### src/sfd_pkg.sv
// Shared types and constants of the S.BUS frame decoder.
// No dependencies; imported by the configuration interface, the controller, the datapath, the core and the testbench.
package sfd_pkg;

    localparam int FRAME_LEN  = 25;
    localparam int SLIDE_LEN  = 24;
    localparam int MARK_POS   = 22;
    localparam int FLAG_POS   = 23;
    localparam int DATA_BYTES = 22;
    localparam int DATA_BITS  = 8 * DATA_BYTES;
    localparam int CHAN_BITS  = 11;

    localparam int CFG_INDEX_W = 2;
    localparam int CFG_DATA_W  = 11;

    localparam logic [CFG_INDEX_W-1:0] REG_HEADER = 2'd0;
    localparam logic [CFG_INDEX_W-1:0] REG_MARKER = 2'd1;
    localparam logic [CFG_INDEX_W-1:0] REG_FLAGS  = 2'd2;
    localparam logic [CFG_INDEX_W-1:0] REG_OFFSET = 2'd3;

    localparam logic [7:0]           HEADER_RESET = 8'h0F;
    localparam logic [7:0]           MARKER_RESET = 8'h80;
    localparam logic [7:0]           FLAGS_RESET  = 8'h30;
    localparam logic [CHAN_BITS-1:0] OFFSET_RESET = 11'd300;

    typedef logic [7:0] byte_t;

    // Commands from the controller to the datapath.
    typedef struct packed {
        logic shift_byte;   // push the accepted byte into the window
        logic fill_clear;   // aligned frame: restart the fill count
        logic fill_slide;   // misaligned window: keep 24 bytes
        logic load_data;    // copy the channel bytes into the unpack register
        logic advance;      // result taken: move to the next channel
    } sfd_cmd_t;

    // Status from the datapath to the controller.
    typedef struct packed {
        logic window_last;  // the next byte completes the window
        logic aligned;      // header and marker bytes match
        logic flag_hit;     // flag byte shares a bit with the mask
        logic last_chan;    // the current channel is the final one
    } sfd_status_t;

endpackage

### src/sfd_rx_if.sv
// Receive byte channel of the S.BUS frame decoder.
// Plain valid/ready handshake; no dependencies.
interface sfd_rx_if;
    logic       valid;
    logic       ready;
    logic [7:0] rx_byte;

    modport source (output valid, output rx_byte, input ready);
    modport sink   (input valid, input rx_byte, output ready);
endinterface

### src/sfd_res_if.sv
// Decoded channel result channel of the S.BUS frame decoder.
// Plain valid/ready handshake; no dependencies.
interface sfd_res_if;
    logic               valid;
    logic               ready;
    logic [3:0]         channel_index;
    logic signed [11:0] channel_value;
    logic               last_channel;

    modport source (output valid, output channel_index, output channel_value,
                    output last_channel, input ready);
    modport sink   (input valid, input channel_index, input channel_value,
                    input last_channel, output ready);
endinterface

### src/sfd_cfg_if.sv
// Configuration write channel of the S.BUS frame decoder.
// Depends on sfd_pkg for the index and data widths.
interface sfd_cfg_if
    import sfd_pkg::*;
();
    logic                   valid;
    logic                   ready;
    logic [CFG_INDEX_W-1:0] index;
    logic [CFG_DATA_W-1:0]  data;

    modport source (output valid, output index, output data, input ready);
    modport sink   (input valid, input index, input data, output ready);
endinterface

### src/sfd_ctrl.sv
// Controller of the S.BUS frame decoder: collect, check and emit sequencing.
// Depends on sfd_pkg for the command and status structs.
module sfd_ctrl
    import sfd_pkg::*;
(
    input  logic        clk,
    input  logic        rst_n,
    input  logic        in_valid,
    output logic        in_ready,
    output logic        out_valid,
    input  logic        out_ready,
    input  sfd_status_t status,
    output sfd_cmd_t    cmd
);

    localparam logic [1:0] ST_COLLECT = 2'd0;
    localparam logic [1:0] ST_CHECK   = 2'd1;
    localparam logic [1:0] ST_EMIT    = 2'd2;

    logic [1:0] state_reg;
    logic [1:0] state_next;

    always_comb
    begin
        state_next = state_reg;
        cmd        = '0;
        in_ready   = 1'b0;
        out_valid  = 1'b0;
        unique case (state_reg)
            ST_COLLECT:
            begin
                in_ready = 1'b1;
                if (in_valid)
                begin
                    cmd.shift_byte = 1'b1;
                    if (status.window_last)
                    begin
                        state_next = ST_CHECK;
                    end
                end
            end
            ST_CHECK:
            begin
                if (!status.aligned)
                begin
                    cmd.fill_slide = 1'b1;
                    state_next     = ST_COLLECT;
                end
                else
                begin
                    cmd.fill_clear = 1'b1;
                    if (status.flag_hit)
                    begin
                        state_next = ST_COLLECT;
                    end
                    else
                    begin
                        cmd.load_data = 1'b1;
                        state_next    = ST_EMIT;
                    end
                end
            end
            ST_EMIT:
            begin
                out_valid = 1'b1;
                if (out_ready)
                begin
                    cmd.advance = 1'b1;
                    if (status.last_chan)
                    begin
                        state_next = ST_COLLECT;
                    end
                end
            end
            default:
            begin
                state_next = ST_COLLECT;
            end
        endcase
    end

    always_ff @(posedge clk or negedge rst_n)
    begin
        if (!rst_n)
        begin
            state_reg <= ST_COLLECT;
        end
        else
        begin
            state_reg <= state_next;
        end
    end

endmodule

### src/sfd_datapath.sv
// Datapath of the S.BUS frame decoder: byte window, config registers, unpacker.
// Depends on sfd_pkg for constants and the command and status structs.
module sfd_datapath
    import sfd_pkg::*;
#(
    parameter int CHANNELS        = 16,
    parameter int OFFSET_CHANNELS = 4
)
(
    input  logic                   clk,
    input  logic                   rst_n,
    input  byte_t                  rx_byte,
    input  logic                   cfg_write,
    input  logic [CFG_INDEX_W-1:0] cfg_index,
    input  logic [CFG_DATA_W-1:0]  cfg_data,
    input  sfd_cmd_t               cmd,
    output sfd_status_t            status,
    output logic [3:0]             channel_index,
    output logic signed [11:0]     channel_value,
    output logic                   last_channel
);

    byte_t                  win_reg [FRAME_LEN];
    logic [4:0]             fill_reg;
    logic [4:0]             fill_next;
    logic [DATA_BITS-1:0]   data_reg;
    logic [DATA_BITS-1:0]   data_next;
    logic [3:0]             chan_reg;
    logic [3:0]             chan_next;
    byte_t                  header_reg;
    byte_t                  marker_reg;
    byte_t                  flags_reg;
    logic [CHAN_BITS-1:0]   offset_reg;
    logic [11:0]            raw_value;
    logic                   offset_chan;

    // The newest byte always enters at the top, so a slide is simply the next shift.
    always_ff @(posedge clk)
    begin
        if (cmd.shift_byte)
        begin
            for (int k = 0; k < FRAME_LEN - 1; k++)
            begin
                win_reg[k] <= win_reg[k + 1];
            end
            win_reg[FRAME_LEN - 1] <= rx_byte;
        end
    end

    always_comb
    begin
        fill_next = fill_reg;
        priority if (cmd.fill_clear)
        begin
            fill_next = 5'd0;
        end
        else if (cmd.fill_slide)
        begin
            fill_next = 5'(SLIDE_LEN);
        end
        else if (cmd.shift_byte)
        begin
            fill_next = fill_reg + 5'd1;
        end
    end

    always_comb
    begin
        data_next = data_reg;
        if (cmd.load_data)
        begin
            for (int k = 0; k < DATA_BYTES; k++)
            begin
                data_next[8*k +: 8] = win_reg[k + 1];
            end
        end
        else if (cmd.advance)
        begin
            data_next = data_reg >> CHAN_BITS;
        end
    end

    always_comb
    begin
        chan_next = chan_reg;
        if (cmd.load_data)
        begin
            chan_next = 4'd0;
        end
        else if (cmd.advance)
        begin
            chan_next = chan_reg + 4'd1;
        end
    end

    always_ff @(posedge clk)
    begin
        data_reg <= data_next;
    end

    always_ff @(posedge clk or negedge rst_n)
    begin
        if (!rst_n)
        begin
            fill_reg   <= 5'd0;
            chan_reg   <= 4'd0;
            header_reg <= HEADER_RESET;
            marker_reg <= MARKER_RESET;
            flags_reg  <= FLAGS_RESET;
            offset_reg <= OFFSET_RESET;
        end
        else
        begin
            fill_reg <= fill_next;
            chan_reg <= chan_next;
            if (cfg_write)
            begin
                unique case (cfg_index)
                    REG_HEADER: header_reg <= cfg_data[7:0];
                    REG_MARKER: marker_reg <= cfg_data[7:0];
                    REG_FLAGS:  flags_reg  <= cfg_data[7:0];
                    REG_OFFSET: offset_reg <= cfg_data;
                endcase
            end
        end
    end

    assign status.window_last = (fill_reg == 5'(SLIDE_LEN));
    assign status.aligned     = (win_reg[0] == header_reg) && (win_reg[MARK_POS] == marker_reg);
    assign status.flag_hit    = |(win_reg[FLAG_POS] & flags_reg);
    assign status.last_chan   = (chan_reg == 4'(CHANNELS - 1));

    // Channel values wrap modulo 4096, matching the two's complement result.
    assign raw_value     = {1'b0, data_reg[CHAN_BITS-1:0]};
    assign offset_chan   = ({1'b0, chan_reg} < 5'(OFFSET_CHANNELS));
    assign channel_value = offset_chan ? signed'(raw_value - {1'b0, offset_reg})
                                       : signed'(raw_value);
    assign channel_index = chan_reg;
    assign last_channel  = status.last_chan;

endmodule

### src/sbus_frame_decoder_core.sv
// S.BUS frame decoder: byte requests fill a 25-byte window, one per cycle outside the
// check and emit states. A completing byte is checked in the next cycle; a misaligned
// or dropped window stalls the byte side only while it is checked. A good frame then
// offers CHANNELS results one per cycle while the result side is ready, from the emit
// state that follows the check; bytes are held off until the last result is taken.
// Reset (rst_n, asynchronous, active low) clears control state and loads register defaults.
module sbus_frame_decoder_core
    import sfd_pkg::*;
#(
    parameter int CHANNELS        = 16,
    parameter int OFFSET_CHANNELS = 4
)
(
    input  logic      clk,
    input  logic      rst_n,
    sfd_rx_if.sink    rx,
    sfd_res_if.source result,
    sfd_cfg_if.sink   cfg
);

    // Command and status bundles between the controller and the datapath.
    sfd_cmd_t    cmd;
    sfd_status_t status;

    // Configuration writes are always taken and land at once. The sender only writes while
    // no frame is being checked or emitted; the block itself does not enforce this.
    assign cfg.ready = 1'b1;

    // The controller walks through collect, check and emit. Only the collect
    // state takes byte requests, and only the emit state offers results.
    sfd_ctrl u_ctrl (
        .clk       (clk),
        .rst_n     (rst_n),
        .in_valid  (rx.valid),
        .in_ready  (rx.ready),
        .out_valid (result.valid),
        .out_ready (result.ready),
        .status    (status),
        .cmd       (cmd)
    );

    // The datapath holds the window as a shift line, so a misaligned window
    // slides by one simply on the next byte. A good frame is copied into a
    // 176-bit unpack register that drops eleven bits for every result taken.
    sfd_datapath #(
        .CHANNELS        (CHANNELS),
        .OFFSET_CHANNELS (OFFSET_CHANNELS)
    ) u_datapath (
        .clk           (clk),
        .rst_n         (rst_n),
        .rx_byte       (rx.rx_byte),
        .cfg_write     (cfg.valid),
        .cfg_index     (cfg.index),
        .cfg_data      (cfg.data),
        .cmd           (cmd),
        .status        (status),
        .channel_index (result.channel_index),
        .channel_value (result.channel_value),
        .last_channel  (result.last_channel)
    );

endmodule

### src/flat_wrapper.sv
// flat-port wrapper written by rule: the top's interface ports become plain ports
module sbus_frame_decoder_core_flat import sfd_pkg::*;
#(
    parameter int CHANNELS        = 16,
    parameter int OFFSET_CHANNELS = 4
)
  (clk, rst_n, rx_valid, rx_rx_byte, rx_ready, result_valid, result_channel_index, result_channel_value, result_last_channel, result_ready, cfg_valid, cfg_index, cfg_data, cfg_ready);
  sfd_rx_if rx_i ();
  sfd_res_if result_i ();
  sfd_cfg_if cfg_i ();
  input  logic clk;
  input  logic rst_n;
  input wire logic [$bits(rx_i.valid)-1:0] rx_valid;
  input wire logic [$bits(rx_i.rx_byte)-1:0] rx_rx_byte;
  output wire logic [$bits(rx_i.ready)-1:0] rx_ready;
  output wire logic [$bits(result_i.valid)-1:0] result_valid;
  output wire logic [$bits(result_i.channel_index)-1:0] result_channel_index;
  output wire logic [$bits(result_i.channel_value)-1:0] result_channel_value;
  output wire logic [$bits(result_i.last_channel)-1:0] result_last_channel;
  input wire logic [$bits(result_i.ready)-1:0] result_ready;
  input wire logic [$bits(cfg_i.valid)-1:0] cfg_valid;
  input wire logic [$bits(cfg_i.index)-1:0] cfg_index;
  input wire logic [$bits(cfg_i.data)-1:0] cfg_data;
  output wire logic [$bits(cfg_i.ready)-1:0] cfg_ready;
  assign rx_i.valid = rx_valid;
  assign rx_i.rx_byte = rx_rx_byte;
  assign rx_ready = rx_i.ready;
  assign result_valid = result_i.valid;
  assign result_channel_index = result_i.channel_index;
  assign result_channel_value = result_i.channel_value;
  assign result_last_channel = result_i.last_channel;
  assign result_i.ready = result_ready;
  assign cfg_i.valid = cfg_valid;
  assign cfg_i.index = cfg_index;
  assign cfg_i.data = cfg_data;
  assign cfg_ready = cfg_i.ready;
  sbus_frame_decoder_core #(.CHANNELS(CHANNELS), .OFFSET_CHANNELS(OFFSET_CHANNELS)) u_core (.clk(clk), .rst_n(rst_n), .rx(rx_i), .result(result_i), .cfg(cfg_i));
endmodule
### config.mk
export PLATFORM = sky130hd
export DESIGN_NAME = sbus_frame_decoder_core_flat
export DESIGN_NICKNAME = d
export VERILOG_FILES = /design/src/sfd_pkg.sv /design/src/sfd_rx_if.sv /design/src/sfd_res_if.sv /design/src/sfd_cfg_if.sv /design/src/sfd_ctrl.sv /design/src/sfd_datapath.sv /design/src/sbus_frame_decoder_core.sv /design/src/flat_wrapper.sv
export SDC_FILE = /design/constraint.sdc
export NUM_CORES = 1
export LEC_CHECK = 0
export BUFFER_PORTS_ARGS = -buffer_cell sky130_fd_sc_hd__buf_4
export CORE_MARGIN = 2
export CORE_UTILIZATION = 45
export DETAILED_ROUTE_END_ITERATION = 10
export PLACE_DENSITY_LB_ADDON = 0.1
export SYNTH_ARGS = -nofsm -noshare
export SYNTH_HDL_FRONTEND = slang
export SYNTH_HIERARCHICAL = 1
export SYNTH_SLANG_ARGS = --single-unit
### constraint.sdc
create_clock -name clk -period 28.7 [get_ports clk]
set_input_delay 8.61 -clock clk [delete_from_list [all_inputs] [get_ports clk]]
set_output_delay 8.61 -clock clk [all_outputs]
set_load 0.03 [all_outputs]
==> impl_metrics.tcl, run 1 <==
set metrics [dict create \
    antenna_found_initial 0 \
    p_leak_nw 6.24 \
    synthArstFlopShare 0.109 \
    post_synth.cell_area_avg_sq_um 19.5 \
    io_pins 46 \
    dr.pass1.iters 4 \
    fin_crit_sh 0.399 \
    cp-start-kind "flip-flop" \
    coreArea_sq_mm 0.0353 \
    clkPwrFrac 0.312 \
    grt_pass1_vias 7626 \
    cts_max_level 2 \
    crit_family "compound AO/OA/AOI/OAI gates" \
    grtUsageTotal 0.148 \
    maxCapViolCount 0 \
    post_route_cells_drive_above_1_share 0.350 \
    placedInstanceArea_sq_mm 0.0169 \
    finalSetupViolCount 0 \
    ir_worst_vdd_mv 0.0623 \
    hp-class "reg -> reg" \
    io_buffers 44 \
    postRouteAntennaNets 0 \
    switchingPower_mw 0.442 \
    dp_hpwl_um 15100 \
    hold_slack_ns 0.418 \
    gp_congestion 0.855 \
    cp.required_ns 20.09 \
    first_iter_violations 384 \
    synth_top_cell_by_area "edfxtp_1" \
    slew_headroom 0.158 \
    pwr-share-comb 0.151 \
    post_cts_buffers 0 \
    synth-edff-count 376 \
    ys_warn_count 6 \
    crit_buf_inv 3 \
    clock_path_buffers 3 \
    synth_seq_cells 422 \
    ys_seq_area_frac 0.777 \
    p_per_area_mw_per_mm2 93.1 \
    min_period_ns 11.45 \
    diodes 0 \
    cts_hold_buffers 0 \
    synth_ff_type "edfxtp_1" \
    cts_num_sinks 422 \
    finalNetCount 934 \
    start_util 0.454 \
    postCtsResizedCells 0 \
    area_growth_pct 13.7 \
    crit_chain "inv_1 -> ha_1 -> inv_1 -> fa_1 -> a21o_1 -> a221oi_2 -> o21ai_1 -> xnor2_1 -> o21ai_1 -> buf_4" \
    grt_first_pass_wirelength_um 42600 \
    status "finished, final reports clean" \
    yosys-top-cells-area "edfxtp_1, mux2_2, dfrtp_1, dfstp_2, xnor2_1" \
    cts-buffers-inserted 44 \
    tritoncts "done" \
    slew_violations 0 \
    synth_nets 865 \
    critPathKind "reg -> out" \
    grt_max_degree 207 \
    cp.arrival_ns 2.84 \
    clkTransAtPathRegs_ns 0.06 \
    utilization 0.516 \
    syn_inst 824 \
    finalHoldViolCount 0 \
    p_int_mw 1.25 \
    tightest_slew_ns 1.26 \
    die-area_sq_mm 0.0372 \
    die_w_um 193 \
    routed-via-count 7103 \
    cp_slowest_cell "fa_1" \
    largest_reg_flops 200 \
    wl_um 26600 \
    viasPerCell 5.11 \
    cpPeakStageDelay_ns 0.41 \
    die_h_um 193 \
    syn_area_sq_mm 0.0160 \
    critPathMaxFanout 3 \
    yosysTopAreaCellShare 0.704 \
    clock.fmax_ghz 0.0873 \
    cp-end-kind "output pin" \
    grt_overflow 0 \
    synth_top_cells_by_count "edfxtp_1, mux2_2, dfrtp_1, xnor2_1, nand2_1" \
    tns_ns 0 \
    wire_per_inst_um 19.1 \
    synth.most_common_cell "edfxtp_1" \
    switching_share 0.261 \
    rsz0062_at_grt "false" \
    stdcell_count 1389 \
    drc 0 \
    cts_root_buffer "clkbuf_16" \
    ys_types 44 \
    rows 69 \
    worstSkewPairLatency_ns 0.55 \
    dp_cells 1308 \
    fin_area_sq_mm 0.0182 \
    clock-skew-final_ns 0.0238 \
    p_seq_frac 0.537 \
]
[cell families after synthesis]
kind of cell / share of synthesized area
DFF: 0.777
muxes: 0.143
and+or+nand+nor: 0.0260
buffers and inverters: 0.0114
AOI/OAI and AO/OA: 0.0144
xor gates and xnor gates: 0.0164
adders and majority gates: 0.0122
other: 0.000234
[final cells by class]
class | instances | area [sq um]
Inverter | 15 | 56.3
Multi-Input combinational cell | 362 | 3420
Fill cell | 2836 | 17100
Sequential cell | 422 | 12500
Tap cell | 461 | 577
Timing Repair Buffer | 48 | 385
Clock buffer | 57 | 1180
Clock inverter | 24 | 161
[per-stage QoR]
stage | worst slack (ns) | power [mW]
after global routing | 17.00 | 1.78
after CTS | 17.21 | 1.72
after floorplan | 11.19 | 1.10
after detailed placement | 16.98 | 1.18
final | 17.25 | 1.70
after global placement | 17.07 | 1.17
[metal layers]
layer,part of all wire,wire length (um),GRT usage
met5,0,0,0
met4,0.020,532,0.0437
met3,0.036,947,0.0296
met2,0.48,12800,0.238
met1,0.46,12300,0.206
[power by group through the flow]
stage / clock network, mW / registers, mW / logic (mW)
2_1_floorplan: 0 / 0.919 / 0.178
3_3_place_gp: 0 / 0.920 / 0.253
3_5_place_dp: 0 / 0.923 / 0.260
4_1_cts: 0.548 / 0.912 / 0.262
5_1_grt: 0.572 / 0.926 / 0.282
6_report: 0.530 / 0.911 / 0.257
[final timing paths]
check | startpoint | endpoint | slack (ns) | depth (start not counted)
setup / recovery | u_core/u_datapath/data_reg[0] | result_channel_value[8] | 17.25 | 10
hold / removal | u_core/u_datapath/win_reg[1][71] | u_core/u_datapath/win_reg[1][63] | 0.42 | 0
setup reg to reg | u_core/u_datapath/win_reg[1][53] | u_core/u_datapath/data_reg[162] | 24.26 | 8
max in group asynchronous | rst_n | u_core/u_datapath/offset_reg[9] | 20.19 | 1
hold reg to reg | u_core/u_datapath/win_reg[1][71] | u_core/u_datapath/win_reg[1][63] | 0.42 | 0
min in group asynchronous | rst_n | u_core/u_datapath/marker_reg[2] | 8.08 | 1
[cells in the final DEF (no fill, tap or decap), types with 13 or more instances in the layout]
| cell type | netlist | routed |
|---|---|---|
| and2_1 | 13 | 13 |
| mux2_2 | 200 | 200 |
| inv_1 | 15 | 15 |
| xnor2_1 | 25 | 25 |
| clkbuf_16 | 0 | 45 |
| dfrtp_1 | 35 | 35 |
| ha_1 | 14 | 14 |
| nor2_1 | 14 | 13 |
| buf_4 | 2 | 46 |
| edfxtp_1 | 376 | 376 |
| clkinv_1 | 0 | 13 |
| nand2_1 | 22 | 22 |
No activity file was read; power rests on OpenSTA's default activity.
==> run 2: changes to the inputs <==
==> constraint.sdc (replaced) <==
create_clock -name clk -period 11.83 [get_ports clk]
set_input_delay 3.549 -clock clk [delete_from_list [all_inputs] [get_ports clk]]
set_output_delay 3.549 -clock clk [all_outputs]
set_load 0.03 [all_outputs]
==> impl_metrics.tcl, run 2 (same netlist as run 1, synthesis figures left out) <==
set metrics [dict create \
    status "finished, final reports clean" \
    finalSetupViolCount 0 \
    cp.required_ns 8.28 \
    cts_num_sinks 422 \
    antenna_found_initial 0 \
    cp.arrival_ns 2.84 \
    met1_length_um 12400 \
    grtUsageTotal 0.147 \
    placedInstanceArea_sq_mm 0.0169 \
    area_growth_pct 13.7 \
    start_util 0.454 \
    cts_root_buffer "clkbuf_16" \
    dr_wl_met3_um 844 \
    worstHoldPathCells 0 \
    fin_area_sq_mm 0.0182 \
    post_route_cells_drive_above_1_share 0.357 \
    first_iter_violations 428 \
    viasPerCell 5.14 \
    min_period_ns 6.39 \
    die-area_sq_mm 0.0372 \
    dp_hpwl_um 15900 \
    n_fill_cell 2808 \
    rows 69 \
    cts-buffers-inserted 44 \
    drc 0 \
    top_layer_used "met4" \
    clkTransAtPathRegs_ns 0.06 \
    fin_crit_sh 0.540 \
    cp-end-kind "output pin" \
    postRouteAntennaNets 0 \
    hold_slack_ns 0.429 \
    cts_hold_buffers 0 \
    post_cts_buffers 0 \
    hp-class "reg -> reg" \
    diodes 0 \
    wl_um 26700 \
    critPathMaxFanout 3 \
    critPathKind "reg -> out" \
    tritoncts "done" \
    layout_common_cells "edfxtp_1, mux2_2, buf_4" \
    mostFrequentLayoutCell "edfxtp_1" \
    stdcell_count 1388 \
    wire_per_inst_um 19.2 \
    io_pins 46 \
    tightest_slew_ns 1.12 \
    route.met2.wl_um 12900 \
    worst_slack_ns 5.44 \
    io_buffers 44 \
    tns_ns 0 \
    gp_congestion 0.825 \
    cts_max_level 2 \
    ir_worst_vdd_mv 0.129 \
    maxCapViolCount 0 \
    rsz0062_at_grt "false" \
    grt_max_degree 84 \
    clock.fmax_ghz 0.156 \
    p_leak_nw 6.25 \
    cp-start-kind "flip-flop" \
    clock_path_buffers 3 \
    grt_overflow 0 \
    dp_cells 1311 \
    slew_violations 0 \
    routed-via-count 7138 \
    die_w_um 193 \
    finalHoldViolCount 0 \
    clock-skew-final_ns 0.0123 \
    coreArea_sq_mm 0.0353 \
    largest_reg_flops 200 \
    p_per_area_mw_per_mm2 226 \
    finalNetCount 937 \
    reg2regPathDepth 8 \
    place_ws_ns 5.93 \
    slew_headroom 0.254 \
    grt_pass1_vias 7571 \
    worstSkewPairLatency_ns 0.53 \
    dr.pass1.iters 4 \
    die_h_um 193 \
    grt_first_pass_wirelength_um 42200 \
    postCtsResizedCells 0 \
]
run 2: cell types whose count changed in the layout (fill, tap and decap cells not counted):
cell | previous run | this run
buf_12 | 2 | 0
buf_4 | 46 | 51
clkbuf_8 | 1 | 4
clkinv_1 | 13 | 6
clkinv_2 | 7 | 8
clkinvlp_4 | 0 | 1
inv_6 | 2 | 0
run 2: worst paths after layout:
path | startpoint | to | slack, ns
max reg2reg | u_core/u_datapath/win_reg[1][51] | u_core/u_datapath/data_reg[5] | 6.86
max in group asynchronous | rst_n | u_core/u_datapath/offset_reg[0] | 8.38
min in group asynchronous | rst_n | u_core/u_ctrl/state_reg[0] | 3.03
min | u_core/u_datapath/win_reg[1][69] | u_core/u_datapath/win_reg[1][61] | 0.43
min reg2reg | u_core/u_datapath/win_reg[1][69] | u_core/u_datapath/win_reg[1][61] | 0.43
max | u_core/u_datapath/data_reg[0] | result_channel_value[8] | 5.44
run 2: layout make-up:
class | count | area, sq um | share of cell area
flip-flops and latches | 422 | 12500 | 0.683
well taps | 461 | 577 | 0.0316
clock inverters | 17 | 130 | 0.00713
clock buffers | 60 | 1220 | 0.0670
multi-input cells | 362 | 3420 | 0.187
repair buffers | 51 | 383 | 0.0210
inverters | 15 | 56.3 | 0.00309
run 2: routing by layer:
layer / vias to the layer above / global-route usage
met4: 0 / 0.0408
met1: 3664 / 0.209
met2: 110 / 0.236
li1: 3320 / -
met5: - / 0
met3: 44 / 0.0258
run 2: per-stage QoR:
step                      utilization  power [mW]
after floorplan                     -        2.65
after global placement          0.478        2.85
after detailed placement        0.478        2.88
after CTS                       0.517        4.19
after global routing            0.517        4.32
final                           0.517        4.13
run 2: worst max-delay path: stages (launching register included):
cell and delay [ns]:
edfxtp_1 0.39, inv_1 0.07, ha_1 0.18, inv_1 0.06, fa_1 0.41, a21o_1 0.20
a221oi_2 0.38, o21ai_1 0.16, xnor2_1 0.16, o21ai_1 0.13, buf_4 0.18
run 2: where the power goes:
group | internal (mW) | total, mW | switching (mW)
clock network | 0.763 | 1.29 | 0.527
logic | 0.237 | 0.625 | 0.388
registers | 2.06 | 2.21 | 0.152
total | 3.06 | 4.13 | 1.07
